**src/rtl/core/nhr_pkg.sv**
```systemverilog
// shared types and constants for the ring all-gather step schedule unit
// no dependencies; used by every module under rtl/core
`default_nettype none

package nhr_pkg;

    localparam int MAX_RANKS  = 64;
    localparam int RANK_W     = 6;
    localparam int COUNT_W    = 7;
    localparam int STEP_W     = 3;
    localparam int RESULT_CAP = 32;

    localparam logic [COUNT_W-1:0] RANK_COUNT_RST = COUNT_W'(8);
    localparam logic [RANK_W-1:0]  MY_RANK_RST    = '0;

    // configuration register indexes
    localparam logic CFG_RANK_COUNT = 1'b0;
    localparam logic CFG_MY_RANK    = 1'b1;

    // controller to datapath
    typedef struct packed {
        logic       load;
        logic       reduce;
        logic [2:0] red_bit;
        logic       calc;
        logic       advance;
    } cmd_t;

    // datapath to controller
    typedef struct packed {
        logic last;
    } stat_t;

endpackage

`default_nettype wire

```
**src/rtl/core/nhr_cfg.sv**
```systemverilog
// configuration registers: rank_count and my_rank
// depends on nhr_pkg
`default_nettype none

module nhr_cfg (
    input  wire logic                        clk,
    input  wire logic                        rst_n,
    input  wire logic                        cfg_valid,
    input  wire logic                        cfg_index,
    input  wire logic [nhr_pkg::COUNT_W-1:0] cfg_data,
    output logic                             cfg_ready,
    output logic [nhr_pkg::COUNT_W-1:0]      rank_count,
    output logic [nhr_pkg::RANK_W-1:0]       my_rank
);

    logic [nhr_pkg::COUNT_W-1:0] rank_count_reg;
    logic [nhr_pkg::RANK_W-1:0]  my_rank_reg;

    assign cfg_ready  = 1'b1;
    assign rank_count = rank_count_reg;
    assign my_rank    = my_rank_reg;

    always_ff @(posedge clk or negedge rst_n)
    begin
        if (!rst_n)
        begin
            rank_count_reg <= nhr_pkg::RANK_COUNT_RST;
            my_rank_reg    <= nhr_pkg::MY_RANK_RST;
        end
        else if (cfg_valid)
        begin
            case (cfg_index)
                nhr_pkg::CFG_RANK_COUNT: rank_count_reg <= cfg_data;
                nhr_pkg::CFG_MY_RANK:    my_rank_reg    <= cfg_data[nhr_pkg::RANK_W-1:0];
                default:                 rank_count_reg <= rank_count_reg;
            endcase
        end
    end

endmodule

`default_nettype wire

```
**src/rtl/core/nhr_ctrl.sv**
```systemverilog
// sequencer: load, reduce my_rank modulo rank count, set up, emit slices
// depends on nhr_pkg
`default_nettype none

module nhr_ctrl (
    input  wire logic           clk,
    input  wire logic           rst_n,
    input  wire logic           start,
    input  wire nhr_pkg::stat_t stat,
    output nhr_pkg::cmd_t       cmd,
    output logic                busy,
    output logic                strobe
);

    typedef enum logic [1:0] {
        ST_IDLE,
        ST_REDUCE,
        ST_SETUP,
        ST_EMIT
    } state_t;

    state_t     state_reg;
    logic [2:0] bit_reg;
    logic       busy_reg;
    logic       strobe_reg;

    assign busy   = busy_reg;
    assign strobe = strobe_reg;

    always_comb
    begin
        cmd         = '0;
        cmd.load    = (state_reg == ST_IDLE) && start;
        cmd.reduce  = (state_reg == ST_REDUCE);
        cmd.red_bit = bit_reg;
        cmd.calc    = (state_reg == ST_SETUP);
        cmd.advance = (state_reg == ST_EMIT);
    end

    always_ff @(posedge clk or negedge rst_n)
    begin
        if (!rst_n)
        begin
            state_reg  <= ST_IDLE;
            bit_reg    <= '0;
            busy_reg   <= 1'b0;
            strobe_reg <= 1'b0;
        end
        else
        begin
            case (state_reg)
                ST_IDLE:
                begin
                    if (start)
                    begin
                        state_reg <= ST_REDUCE;
                        bit_reg   <= 3'(nhr_pkg::RANK_W - 1);
                        busy_reg  <= 1'b1;
                    end
                end
                ST_REDUCE:
                begin
                    bit_reg <= bit_reg - 3'd1;
                    if (bit_reg == 3'd0)
                        state_reg <= ST_SETUP;
                end
                ST_SETUP:
                begin
                    state_reg  <= ST_EMIT;
                    strobe_reg <= 1'b1;
                end
                ST_EMIT:
                begin
                    if (stat.last)
                    begin
                        state_reg  <= ST_IDLE;
                        strobe_reg <= 1'b0;
                        busy_reg   <= 1'b0;
                    end
                end
                default:
                begin
                    state_reg  <= ST_IDLE;
                    strobe_reg <= 1'b0;
                    busy_reg   <= 1'b0;
                end
            endcase
        end
    end

endmodule

`default_nettype wire

```
**src/rtl/core/nhr_dp.sv**
```systemverilog
// datapath: rank reduction, peer and count setup, slice index stepping
// depends on nhr_pkg
`default_nettype none

module nhr_dp (
    input  wire logic                        clk,
    input  wire nhr_pkg::cmd_t               cmd,
    input  wire logic [nhr_pkg::COUNT_W-1:0] rank_count,
    input  wire logic [nhr_pkg::RANK_W-1:0]  my_rank,
    input  wire logic [nhr_pkg::STEP_W-1:0]  step_index,
    output nhr_pkg::stat_t                   stat,
    output logic                             step_valid,
    output logic [nhr_pkg::STEP_W-1:0]       step_count,
    output logic [nhr_pkg::RANK_W-1:0]       send_peer,
    output logic [nhr_pkg::RANK_W-1:0]       receive_peer,
    output logic [nhr_pkg::RANK_W-1:0]       slice_count,
    output logic [nhr_pkg::RANK_W-1:0]       send_slice,
    output logic [nhr_pkg::RANK_W-1:0]       receive_slice,
    output logic                             last
);

    localparam int CW = nhr_pkg::COUNT_W;
    localparam int RW = nhr_pkg::RANK_W;
    localparam int SW = nhr_pkg::STEP_W;
    localparam int TW = CW + RW - 1;

    logic [CW-1:0]   n_reg;
    logic [RW-1:0]   rem_reg;
    logic [SW-1:0]   s_reg;
    logic            valid_reg;
    logic [SW-1:0]   steps_reg;
    logic [RW-1:0]   send_reg;
    logic [RW-1:0]   recv_reg;
    logic [RW-1:0]   cnt_reg;
    logic [CW-1:0]   dsm_reg;
    logic [RW-1:0]   tx_reg;
    logic [RW-1:0]   rx_reg;
    logic [RW-2:0]   idx_reg;

    logic [CW-1:0]   n_eff;
    logic [TW-1:0]   trial;
    logic [RW-1:0]   rem_next;
    logic [RW-1:0]   nm1;
    logic [SW-1:0]   steps;
    logic [SW-1:0]   sh;
    logic [CW-1:0]   dr;
    logic [CW-1:0]   ds;
    logic [CW:0]     send_sum;
    logic [CW:0]     recv_sum;
    logic [CW:0]     cnt_sum;
    logic [CW:0]     cnt_full;
    logic [RW-1:0]   send_next;
    logic [RW-1:0]   recv_next;
    logic [RW-1:0]   cnt_next;
    logic [CW-1:0]   dsm_next;
    logic [CW:0]     tx_sum;
    logic [CW:0]     rx_sum;
    logic [RW-1:0]   tx_next;
    logic [RW-1:0]   rx_next;
    logic [RW-1:0]   idx_inc;

    // zero counts as one rank, oversize saturates
    always_comb
    begin
        if (rank_count == '0)
            n_eff = CW'(1);
        else if (rank_count > CW'(nhr_pkg::MAX_RANKS))
            n_eff = CW'(nhr_pkg::MAX_RANKS);
        else
            n_eff = rank_count;
    end

    // one restoring step of my_rank mod n per cycle
    always_comb
    begin
        trial    = TW'(n_reg) << cmd.red_bit;
        rem_next = rem_reg;
        if (TW'(rem_reg) >= trial)
            rem_next = rem_reg - trial[RW-1:0];
    end

    // bit length of n - 1
    always_comb
    begin
        nm1   = RW'(n_reg - CW'(1));
        steps = '0;
        for (int i = 0; i < RW; i++)
        begin
            if (nm1[i])
                steps = SW'(i + 1);
        end
    end

    // all sums stay below twice n, so one conditional subtract reduces them
    always_comb
    begin
        sh       = steps - s_reg;
        dr       = CW'(1) << (sh - SW'(1));
        ds       = CW'(1) << sh;
        send_sum = (CW+1)'(rem_reg) + (CW+1)'(dr);
        recv_sum = (CW+1)'(rem_reg) + (CW+1)'(n_reg) - (CW+1)'(dr);
        send_next = (send_sum >= (CW+1)'(n_reg)) ? RW'(send_sum - (CW+1)'(n_reg))
                                                  : RW'(send_sum);
        recv_next = (recv_sum >= (CW+1)'(n_reg)) ? RW'(recv_sum - (CW+1)'(n_reg))
                                                  : RW'(recv_sum);
        cnt_sum  = (CW+1)'(n_reg) - (CW+1)'(1) + (CW+1)'(dr);
        cnt_full = cnt_sum >> sh;
        cnt_next = (cnt_full > (CW+1)'(nhr_pkg::RESULT_CAP)) ? RW'(nhr_pkg::RESULT_CAP)
                                                              : RW'(cnt_full);
        dsm_next = (ds >= n_reg) ? (ds - n_reg) : ds;
    end

    // step both slice indices back by the reduced slice delta
    always_comb
    begin
        tx_sum  = (CW+1)'(tx_reg) + (CW+1)'(n_reg) - (CW+1)'(dsm_reg);
        rx_sum  = (CW+1)'(rx_reg) + (CW+1)'(n_reg) - (CW+1)'(dsm_reg);
        tx_next = (tx_sum >= (CW+1)'(n_reg)) ? RW'(tx_sum - (CW+1)'(n_reg)) : RW'(tx_sum);
        rx_next = (rx_sum >= (CW+1)'(n_reg)) ? RW'(rx_sum - (CW+1)'(n_reg)) : RW'(rx_sum);
        idx_inc = RW'(idx_reg) + RW'(1);
    end

    always_ff @(posedge clk)
    begin
        if (cmd.load)
        begin
            n_reg   <= n_eff;
            rem_reg <= my_rank;
            s_reg   <= step_index;
        end
        if (cmd.reduce)
            rem_reg <= rem_next;
        if (cmd.calc)
        begin
            valid_reg <= (s_reg < steps);
            steps_reg <= steps;
            send_reg  <= send_next;
            recv_reg  <= recv_next;
            cnt_reg   <= cnt_next;
            dsm_reg   <= dsm_next;
            tx_reg    <= rem_reg;
            rx_reg    <= recv_next;
            idx_reg   <= '0;
        end
        if (cmd.advance)
        begin
            tx_reg  <= tx_next;
            rx_reg  <= rx_next;
            idx_reg <= idx_inc[RW-2:0];
        end
    end

    assign stat.last     = !valid_reg || (idx_inc == cnt_reg);
    assign last          = stat.last;
    assign step_valid    = valid_reg;
    assign step_count    = steps_reg;
    assign send_peer     = valid_reg ? send_reg : '0;
    assign receive_peer  = valid_reg ? recv_reg : '0;
    assign slice_count   = valid_reg ? cnt_reg  : '0;
    assign send_slice    = valid_reg ? tx_reg   : '0;
    assign receive_slice = valid_reg ? rx_reg   : '0;

endmodule

`default_nettype wire

```
**src/rtl/core/nhr_allgather_step_schedule_unit.sv**
```systemverilog
// top level of the ring all-gather step schedule unit
// depends on nhr_pkg, nhr_cfg, nhr_ctrl, nhr_dp
`default_nettype none

// A request is taken when start is high and busy is low. The unit reduces
// my_rank modulo the rank count (one restoring subtract per bit), then works
// out peers, slice count and slice step, then puts out one slice pair per
// cycle on strobe, with last on the final one. A step out of range gives a
// single word with last. Results cannot be held off; each is on the ports for
// exactly one strobe cycle. Configuration writes are always ready and must
// come only while busy is low.
module nhr_allgather_step_schedule_unit (
    input  wire logic                        clk,
    input  wire logic                        rst_n,
    input  wire logic                        start,
    output logic                             busy,
    input  wire logic [nhr_pkg::STEP_W-1:0]  step_index,
    input  wire logic                        cfg_valid,
    output logic                             cfg_ready,
    input  wire logic                        cfg_index,
    input  wire logic [nhr_pkg::COUNT_W-1:0] cfg_data,
    output logic                             strobe,
    output logic                             step_valid,
    output logic [nhr_pkg::STEP_W-1:0]       step_count,
    output logic [nhr_pkg::RANK_W-1:0]       send_peer,
    output logic [nhr_pkg::RANK_W-1:0]       receive_peer,
    output logic [nhr_pkg::RANK_W-1:0]       slice_count,
    output logic [nhr_pkg::RANK_W-1:0]       send_slice,
    output logic [nhr_pkg::RANK_W-1:0]       receive_slice,
    output logic                             last
);

    logic [nhr_pkg::COUNT_W-1:0] rank_count;
    logic [nhr_pkg::RANK_W-1:0]  my_rank;
    nhr_pkg::cmd_t               cmd;
    nhr_pkg::stat_t              stat;

    nhr_cfg u_cfg (
        .clk        (clk),
        .rst_n      (rst_n),
        .cfg_valid  (cfg_valid),
        .cfg_index  (cfg_index),
        .cfg_data   (cfg_data),
        .cfg_ready  (cfg_ready),
        .rank_count (rank_count),
        .my_rank    (my_rank)
    );

    nhr_ctrl u_ctrl (
        .clk    (clk),
        .rst_n  (rst_n),
        .start  (start),
        .stat   (stat),
        .cmd    (cmd),
        .busy   (busy),
        .strobe (strobe)
    );

    nhr_dp u_dp (
        .clk           (clk),
        .cmd           (cmd),
        .rank_count    (rank_count),
        .my_rank       (my_rank),
        .step_index    (step_index),
        .stat          (stat),
        .step_valid    (step_valid),
        .step_count    (step_count),
        .send_peer     (send_peer),
        .receive_peer  (receive_peer),
        .slice_count   (slice_count),
        .send_slice    (send_slice),
        .receive_slice (receive_slice),
        .last          (last)
    );

    // a word only appears while a request is in flight
    a_strobe_busy: assert property (@(posedge clk) disable iff (!rst_n)
        strobe |-> busy)
        else $error("strobe outside a busy request");

    // the final word closes the request
    a_last_ends: assert property (@(posedge clk) disable iff (!rst_n)
        strobe && last |=> !strobe && !busy)
        else $error("words continue after last");

    // an out-of-range step gives exactly one word
    a_invalid_single: assert property (@(posedge clk) disable iff (!rst_n)
        strobe && !step_valid |-> last)
        else $error("invalid step without last");

    // an accepted request cannot produce a word on the next cycle
    a_accept_latency: assert property (@(posedge clk) disable iff (!rst_n)
        start && !busy |=> busy && !strobe)
        else $error("request not registered as busy");

endmodule

`default_nettype wire
```
**config.mk**
```make
export PLATFORM = sky130hd
export DESIGN_NAME = nhr_allgather_step_schedule_unit
export DESIGN_NICKNAME = d
export VERILOG_FILES = /design/src/rtl/core/nhr_pkg.sv /design/src/rtl/core/nhr_cfg.sv /design/src/rtl/core/nhr_ctrl.sv /design/src/rtl/core/nhr_dp.sv /design/src/rtl/core/nhr_allgather_step_schedule_unit.sv
export SDC_FILE = /design/constraint.sdc
export NUM_CORES = 1
export LEC_CHECK = 0
export BUFFER_PORTS_ARGS = -buffer_cell sky130_fd_sc_hd__buf_2
export CAP_MARGIN = 40
export CORE_AREA = 10 10 134 136
export DETAILED_ROUTE_END_ITERATION = 8
export DIE_AREA = 0 0 144 146
export PLACE_DENSITY_LB_ADDON = 0.15
export SYNTH_ARGS = -nofsm -noshare
export SYNTH_HDL_FRONTEND = slang
export SYNTH_SLANG_ARGS = --single-unit
```
**constraint.sdc**
```tcl
create_clock -name clk -period 6.8 [get_ports clk]
set_clock_uncertainty 0.05 [all_clocks]
set_input_delay 0.68 -clock clk [delete_from_list [all_inputs] [get_ports clk]]
set_output_delay 0.68 -clock clk [all_outputs]
set_load 0.005 [all_outputs]
```
==> impl_metrics.env, run 1 <==
export IMPL_path_buf_inv=4
export IMPL_route_vias_total=6459
export IMPL_antenna_found_initial=0
export IMPL_period_share_pct=95.79
export IMPL_max_slew_margin_rel_pct=42.08
export IMPL_cap_viol_max_count=0
export IMPL_dp_cells=1130
export IMPL_clock_latency_ns=0.35
export IMPL_cts_buffers=9
export IMPL_r2r_end="u_dp.rx_reg[2]$_DFFE_PP_"
export IMPL_drt_iter0_drc=465
export IMPL_crit_end="u_dp.rx_reg[2]$_DFFE_PP_"
export IMPL_drtAntennaViolNets=0
export IMPL_synth_area_mm2=0.008239
export IMPL_tightest_slew_ns=0.8688
export IMPL_root_buffer="clkbuf_16"
export IMPL_yosys_most_used_dff="edfxtp_1"
export IMPL_crit_arrival_ns=6.57
export IMPL_h_tree_depth=3
export IMPL_finalHoldViolCount=0
export IMPL_drt_wirelength_per_cell_um=17.89
export IMPL_tns_ns=0
export IMPL_drive_gt1_share_pct=15.71
export IMPL_crit_path_end_kind="flip-flop"
export IMPL_grt_max_degree=32
export IMPL_setup_viol=0
export IMPL_synth_avg_cell_area_um2=9.320
export IMPL_die_y_um=146
export IMPL_max_freq_ghz=0.1535
export IMPL_grt_pass1_vias=6330
export IMPL_viasPerCell=5.631
export IMPL_max_stage_delay_ns=0.55
export IMPL_crit_cells=26
export IMPL_slew_violations=0
export IMPL_r2r_start="u_dp.n_reg[1]$_SDFFCE_PP0P_"
export IMPL_diodes=0
export IMPL_nets=1094
export IMPL_outcome="finished, final reports clean"
export IMPL_cp_max_fo=6
export IMPL_io_pin_count=53
export IMPL_dpl_hpwl_um=16310
export IMPL_synthTopCellsByArea="edfxtp_1 (23%), ha_1 (15%), fa_1 (6.6%), inv_1 (5.9%), dfrtp_1 (5.8%)"
export IMPL_async_reset_ff_share_pct=24.39
export IMPL_clk_pin_slew_worst_paths_ns=0.06
export IMPL_chipWidth_um=144
export IMPL_setup_worst_path_start="u_dp.n_reg[1]$_SDFFCE_PP0P_"
export IMPL_grt_overflow_total=0
export IMPL_gp_congestion=0.9177
export IMPL_yosysUniqueCellTypes=73
export IMPL_rrSetupSlack_ns=0.29
export IMPL_worstSetupStartpointType="flip-flop"
export IMPL_yosys_warnings=0
export IMPL_final_cells=1147
export IMPL_cpLargestDelayFamily="adder cells"
export IMPL_synth_top_area_share_pct=22.60
export IMPL_critPathMostFrequentCell="ha_1"
export IMPL_synth_seq_cells=82
export IMPL_area_growth_pct=12.07
export IMPL_crit_type="reg2reg"
export IMPL_io_buffers=51
export IMPL_yosysTopAreaCell="edfxtp_1"
export IMPL_routed_wl_um=20520
export IMPL_hold_class="in2async"
export IMPL_grt_pass1_wl_um=33090
export IMPL_worstRegToRegCells=26
export IMPL_num_rows=46
export IMPL_cts_tree="yes"
export IMPL_clock_path_buffers=2
export IMPL_syn_nets=1028
export IMPL_firstDrtPassIters=7
export IMPL_synth_seq_area_share_pct=28.69
export IMPL_die_area_mm2=0.02102
export IMPL_numClockSinks=82
export IMPL_syn_inst=884
export IMPL_grt_usage_pct=19.84
export IMPL_ctsHoldBuffers=0
export IMPL_start_util_pct=53.22
export IMPL_cp_data_required_time_ns=6.85
export IMPL_period_needed_ns=6.514
export IMPL_synth_enable_flop_cells=62
export IMPL_drc=0
export IMPL_cp_slowest_cell="fa_1"
export IMPL_coreArea_mm2=0.01548
[cell usage in the layout, fill, tap and decap left out, types with 35 or more instances in the layout]
cell and instances:
ha_1 100, buf_2 51, nor2_1 51, inv_1 128, a21oi_1 54, o21ai_0 40
and2_1 37, edfxtp_1 62, nand2_1 40, mux2_2 35
[per-stage QoR]
step | hold WS [ns] | util [%] | instance area (um2) | worst slack, ns
after detailed placement | 0.4542 | 57.31 | 8872 | 0.2012
after global placement | 0.4390 | 57.03 | 8830 | 0.2723
after floorplan | 0.3344 | - | 8264 | 0.01451
after CTS | 0.2464 | 59.36 | 9190 | 0.1843
final | 0.2382 | 59.64 | 9234 | 0.2860
after global routing | 0.2669 | 59.64 | 9234 | -0.05965
[synthesized netlist by cell type (5+ instances only)]
library cell	n
ha_1	102
o21ai_0	41
clkbuf_1	16
nand2b_1	13
nor3_1	13
xnor2_1	27
a211oi_1	10
o211ai_1	6
o31ai_1	9
fa_1	27
edfxtp_1	62
inv_1	129
a21oi_1	54
a21o_1	15
xor2_1	15
o311ai_0	5
nand2_1	41
nor2_1	51
a31oi_1	5
nor2b_1	19
mux2i_1	18
mux2_2	35
nand3_1	20
and2_1	37
and3_1	6
o21a_1	9
dfrtp_1	19
nand4_1	6
[worst min-delay path by stage]
stage / start / slack, ns / end
4_1_cts: rst_n / 0.25 / u_ctrl.strobe$_DFFE_PN0P_
3_5_place_dp: u_cfg.my_rank[2]$_DFFE_PN0P_ / 0.45 / u_cfg.my_rank[2]$_DFFE_PN0P_
3_3_place_gp: u_cfg.my_rank[2]$_DFFE_PN0P_ / 0.44 / u_cfg.my_rank[2]$_DFFE_PN0P_
5_1_grt: rst_n / 0.27 / u_ctrl.strobe$_DFFE_PN0P_
6_report: rst_n / 0.24 / u_ctrl.busy$_DFFE_PN0P_
2_1_floorplan: rst_n / 0.33 / u_cfg.my_rank[0]$_DFFE_PN0P_
[routing by layer]
metal	vias to the layer above	part of all wire, %	GRT usage, %
li1	3253	-	-
met1	3025	47	27.31
met2	155	47	31.97
met3	26	4.5	2.644
met4	0	1.5	4.852
met5	-	0	0
[repair_timing]
item,4_1_cts,5_1_grt
gates resized for setup,0,8
endpoints found under the hold margin,0,0
setup endpoints to repair,0,7
buffers inserted,0,1
[kinds of logic after synthesis]
family,synth area share [%]
XOR/XNOR,4.465
flip-flops,28.69
adder cells (fa/ha/maj),22.05
AO/OA/AOI/OAI,16.39
multiplexers,7.153
other,0.04551
AND/OR/NAND/NOR,14.38
buffers and inverters,6.834
[final cells by class]
class,instances,area (um2)
multi-input cells,653,5369
clock inverters,6,67.56
well taps,192,240.2
fillers,1369,6248
inverters,131,495.5
flip-flops and latches,82,2364
clock buffers,10,250.2
repair buffers,73,447.9
Power of run 1 is not shown: default switching activity piles up to over one toggle a cycle in this logic, so the estimate is an artifact.
==> inputs of run 2 (changes only) <==
- clock period: 6.8 -> 6.2 ns (I/O delays scaled with it)
==> impl_metrics.env, run 2 (synthesis results as in run 1) <==
export IMPL_grt_met2_usage_pct=32.76
export IMPL_grt_pass1_wl_um=33250
export IMPL_max_slew_margin_rel_pct=50.69
export IMPL_violations="negative setup slack"
export IMPL_numClockSinks=82
export IMPL_num_rows=46
export IMPL_drtAntennaViolNets=0
export IMPL_cp_max_fo=7
export IMPL_crit_arrival_ns=6.25
export IMPL_final_cell_mix="inv_1 (123), ha_1 (93), edfxtp_1 (62), a21oi_1 (53), buf_2 (51)"
export IMPL_max_freq_ghz=0.1612
export IMPL_grt_util_met1_pct=25.49
export IMPL_slew_violations=0
export IMPL_grt_setup_unrepaired="true"
export IMPL_route_vias_total=6668
export IMPL_drc=0
export IMPL_viasPerCell=5.680
export IMPL_crit_path_end_kind="flip-flop"
export IMPL_dp_cells=1147
export IMPL_period_share_pct=100.1
export IMPL_crit_type="reg2reg"
export IMPL_diodes=0
export IMPL_die_y_um=146
export IMPL_antenna_found_initial=0
export IMPL_clock_latency_ns=0.35
export IMPL_finalInstanceArea_mm2=0.009638
export IMPL_grt_usage_pct=19.74
export IMPL_nFillCells=1301
export IMPL_ctsHoldBuffers=0
export IMPL_tightest_slew_ns=0.7374
export IMPL_clk_pin_slew_worst_paths_ns=0.07
export IMPL_cts_tree="yes"
export IMPL_coreArea_mm2=0.01548
export IMPL_clock_path_buffers=2
export IMPL_io_buffers=51
export IMPL_chipWidth_um=144
export IMPL_cp_data_required_time_ns=6.25
export IMPL_finalHoldViolCount=0
export IMPL_period_needed_ns=6.203
export IMPL_cap_viol_max_count=0
export IMPL_area_growth_pct=16.98
export IMPL_hold_class="in2async"
export IMPL_firstDrtPassIters=5
export IMPL_post_dp_cell_area_mm2=0.009082
export IMPL_drt_wirelength_per_cell_um=17.91
export IMPL_hold_ws_ns=0.1484
export IMPL_drive_gt1_share_pct=20.88
export IMPL_use_met3_pct=3.557
export IMPL_top_usage_layer="met2"
export IMPL_tns_ns=-0.003256
export IMPL_routed_wl_um=21020
export IMPL_root_buffer="clkbuf_16"
export IMPL_dpl_hpwl_um=16160
export IMPL_nets=1121
export IMPL_drt_iter0_drc=446
export IMPL_grt_max_degree=33
export IMPL_final_cells=1174
export IMPL_outcome="finished with violations"
export IMPL_cts_buffers=9
export IMPL_io_pin_count=53
export IMPL_grt_overflow_total=0
export IMPL_die_area_mm2=0.02102
export IMPL_final_common_cell="inv_1"
export IMPL_h_tree_depth=3
export IMPL_grt_pass1_vias=6574
export IMPL_fin_ws_ns=-0.003256
export IMPL_gp_congestion=0.9192
export IMPL_worstSetupStartpointType="flip-flop"
export IMPL_setup_viol=1
export IMPL_start_util_pct=53.22
## run 2: cell types whose count changed in the layout (fill, tap and decap cells not counted), moves of 4 or more
cell	change
ha_1	-7
inv_2	+5
buf_4	+26
ha_4	+6
nor2_1	-4
inv_1	-5
## run 2: what timing repair did
item                       in CTS  in global routing
pin swaps                       0                 31
buffers inserted                0                 11
setup endpoints to repair       3                  7
cloned                          0                  0
resized for setup               1                 29
## run 2: per-layer routing
layer / up-vias / routed length [um]
met3: 36 / 999
met1: 3146 / 9534
met4: 0 / 477
met2: 186 / 10010
met5: - / 0
li1: 3300 / -
## run 2: critical path: stages, from the launching register on
cell	delay (ns)
edfxtp_1	0.44
buf_4	0.17
buf_4	0.16
ha_1	0.17
and3b_1	0.22
o21ai_0	0.07
a21oi_1	0.19
o22a_1	0.17
ha_2	0.18
fa_2	0.51
nor2_4	0.16
nand2_2	0.07
fa_1	0.55
ha_4	0.23
buf_12	0.13
buf_4	0.13
nor4_2	0.34
nor3b_2	0.09
inv_1	0.09
ha_4	0.21
a21o_1	0.18
a2111o_1	0.42
a31oi_4	0.22
nand3_4	0.14
mux2_4	0.33
a221o_1	0.33
## run 2: final timing paths
kind                                         startpoint                               to  slack, ns  depth (start not counted)
max in group asynchronous                         rst_n  u_cfg.rank_count[3]$_DFFE_PN1P_       5.60                          1
min in group clk                          step_index[1]          u_dp.s_reg[1]$_DFFE_PP_       0.40                          1
min reg2reg                u_cfg.my_rank[3]$_DFFE_PN0P_     u_cfg.my_rank[3]$_DFFE_PN0P_       0.48                          1
max reg2reg                 u_dp.n_reg[1]$_SDFFCE_PP0P_         u_dp.rx_reg[2]$_DFFE_PP_     -0.003                         25
min                                               rst_n          u_ctrl.busy$_DFFE_PN0P_       0.15                          1
max                         u_dp.n_reg[1]$_SDFFCE_PP0P_         u_dp.rx_reg[2]$_DFFE_PP_     -0.003                         25
## run 2: stage by stage
| stage | setup slack [ns] | utilization [%] |
|---|---|---|
| floorplan | -0.3193 | - |
| global placement | 0.02942 | 58.49 |
| detailed placement | -0.06499 | 58.66 |
| CTS | 0.003145 | 60.74 |
| global route | -0.2150 | 62.25 |
| finish | -0.003256 | 62.25 |
## run 2: area by class of cell
cell class	count	area (um2)	share of cell area [%]
inverters	131	495.5	5.141
multi-input cells	653	5560	57.69
flip-flops and latches	82	2364	24.52
clock buffers	11	275.3	2.856
clock inverters	5	43.79	0.4544
well taps	192	240.2	2.493
repair buffers	100	659.4	6.841
Power of run 2 is left out for the same reason.
==> inputs of run 3 (changes only) <==
- BUFFER_PORTS_ARGS: -buffer_cell sky130_fd_sc_hd__buf_2 -> -buffer_cell sky130_fd_sc_hd__buf_4
- CORE_AREA: 10 10 134 136 -> 10 10 135 137
- DIE_AREA: 0 0 144 146 -> 0 0 145 147
==> impl_metrics.env, run 3 (synthesis results as in run 1) <==
export IMPL_period_needed_ns=6.106
export IMPL_nets=1119
export IMPL_cts_tree="yes"
export IMPL_drive_gt1_share_pct=21.02
export IMPL_drc=0
export IMPL_grt_overflow_total=0
export IMPL_coreArea_mm2=0.01560
export IMPL_area_growth_pct=18.86
export IMPL_rrSetupSlack_ns=0.09
export IMPL_clock_latency_ns=0.35
export IMPL_tns_ns=0
export IMPL_worstRegToRegCells=26
export IMPL_drt_iter0_drc=370
export IMPL_crit_path_end_kind="flip-flop"
export IMPL_routed_wl_um=20670
export IMPL_route_vias_total=6529
export IMPL_chipWidth_um=145
export IMPL_numClockSinks=82
export IMPL_grt_setup_unrepaired="true"
export IMPL_setup_viol=0
export IMPL_crit_type="reg2reg"
export IMPL_max_stage_delay_ns=0.63
export IMPL_grt_pass1_vias=6401
export IMPL_antenna_found_initial=0
export IMPL_hold_class="in2async"
export IMPL_cp_slowest_cell="fa_2"
export IMPL_clock_path_buffers=2
export IMPL_worstSetupStartpointType="flip-flop"
export IMPL_io_pin_count=53
export IMPL_dpl_hpwl_um=16460
export IMPL_final_common_cell="inv_1"
export IMPL_die_area_mm2=0.02132
export IMPL_cp_data_required_time_ns=6.25
export IMPL_cp_max_fo=6
export IMPL_post_dp_cell_area_mm2=0.009298
export IMPL_h_tree_depth=3
export IMPL_diodes=0
export IMPL_grt_usage_pct=18.84
export IMPL_drt_wirelength_per_cell_um=17.28
export IMPL_gp_congestion=0.8922
export IMPL_period_share_pct=98.48
export IMPL_crit_arrival_ns=6.15
export IMPL_tightest_slew_ns=0.7132
export IMPL_root_buffer="clkbuf_16"
export IMPL_r2r_end="u_dp.rx_reg[2]$_DFFE_PP_"
export IMPL_firstDrtPassIters=4
export IMPL_clk_pin_slew_worst_paths_ns=0.07
export IMPL_viasPerCell=5.459
export IMPL_cap_viol_max_count=0
export IMPL_final_cell_mix="inv_1 (123), buf_4 (94), ha_1 (91), edfxtp_1 (62), a21oi_1 (53)"
export IMPL_io_buffers=51
export IMPL_path_buf_inv=4
export IMPL_outcome="finished, final reports clean"
export IMPL_max_slew_margin_rel_pct=52.31
export IMPL_cpLargestDelayFamily="adder cells"
export IMPL_r2r_start="u_dp.n_reg[1]$_SDFFCE_PP0P_"
export IMPL_num_rows=46
export IMPL_max_freq_ghz=0.1638
export IMPL_drtAntennaViolNets=0
export IMPL_slew_violations=0
export IMPL_cts_buffers=9
export IMPL_die_y_um=147
export IMPL_finalHoldViolCount=0
export IMPL_finalInstanceArea_mm2=0.009793
export IMPL_start_util_pct=52.82
export IMPL_grt_pass1_wl_um=32700
export IMPL_grt_max_degree=32
==> run 3: how the worst max path moves through the flow <==
stage,start,end,cells after the start
global route,u_dp.n_reg[1]$_SDFFCE_PP0P_,u_dp.rx_reg[2]$_DFFE_PP_,26
floorplan,u_dp.n_reg[1]$_SDFFCE_PP0P_,u_dp.rx_reg[2]$_DFFE_PP_,27
global placement,u_dp.n_reg[1]$_SDFFCE_PP0P_,u_dp.rx_reg[2]$_DFFE_PP_,23
finish,u_dp.n_reg[1]$_SDFFCE_PP0P_,u_dp.rx_reg[2]$_DFFE_PP_,26
detailed placement,u_dp.n_reg[1]$_SDFFCE_PP0P_,u_dp.rx_reg[2]$_DFFE_PP_,26
CTS,u_dp.n_reg[1]$_SDFFCE_PP0P_,u_dp.rx_reg[2]$_DFFE_PP_,26
==> run 3: what timing repair did <==
action,4_1_cts,5_1_grt
setup buffers,0,4
setup endpoints to repair,4,11
resized for setup,2,35
pin swaps,1,19
hold buffers,0,0
==> run 3: layout make-up <==
class	count	area [um2]
Fill cell	1308	5804
Multi-Input combinational cell	653	5585
Sequential cell	82	2364
Timing Repair Buffer	98	783.3
Inverter	131	495.5
Tap cell	216	270.3
Clock buffer	10	250.2
Clock inverter	6	45.04
==> run 3: layer usage <==
layer | global-route usage [%] | wire (um)
met1 | 23.78 | 9513
met2 | 32.02 | 9779
met3 | 2.887 | 930
met4 | 6.691 | 442
met5 | 0 | 0
==> run 3: stage by stage <==
step           instances  utilization, %  hold slack, ns  setup slack [ns]
3_3_place_gp        1174           59.26          0.4558           0.04363
3_5_place_dp        1176           59.61          0.4605           -0.1009
5_1_grt             1196           62.79         0.09089           -0.1534
4_1_cts             1192           61.59         0.08600         0.0001665
2_1_floorplan        884               -          0.2744           -0.3193
6_report            1196           62.79         0.08169           0.09446
==> run 3: worst reg2reg max path, stage by stage, from the launching register on <==
cell and delay (ns):
edfxtp_1 0.40, clkinvlp_4 0.13, ha_4 0.17, nand2b_4 0.13, and3b_1 0.17, o31ai_1 0.23, a21oi_1 0.08, o22a_1 0.20
ha_2 0.19, fa_2 0.63, buf_6 0.14, nand2_2 0.07, nor2_4 0.11, fa_1 0.41, inv_1 0.07, ha_1 0.25
or3b_4 0.39, o311ai_2 0.08, nor3b_2 0.08, inv_1 0.10, ha_4 0.20, a21o_1 0.16, a2111o_1 0.42, a31oi_4 0.23
nand3_4 0.14, mux2_4 0.33, a221o_1 0.30
Power of run 3 is left out for the same reason.
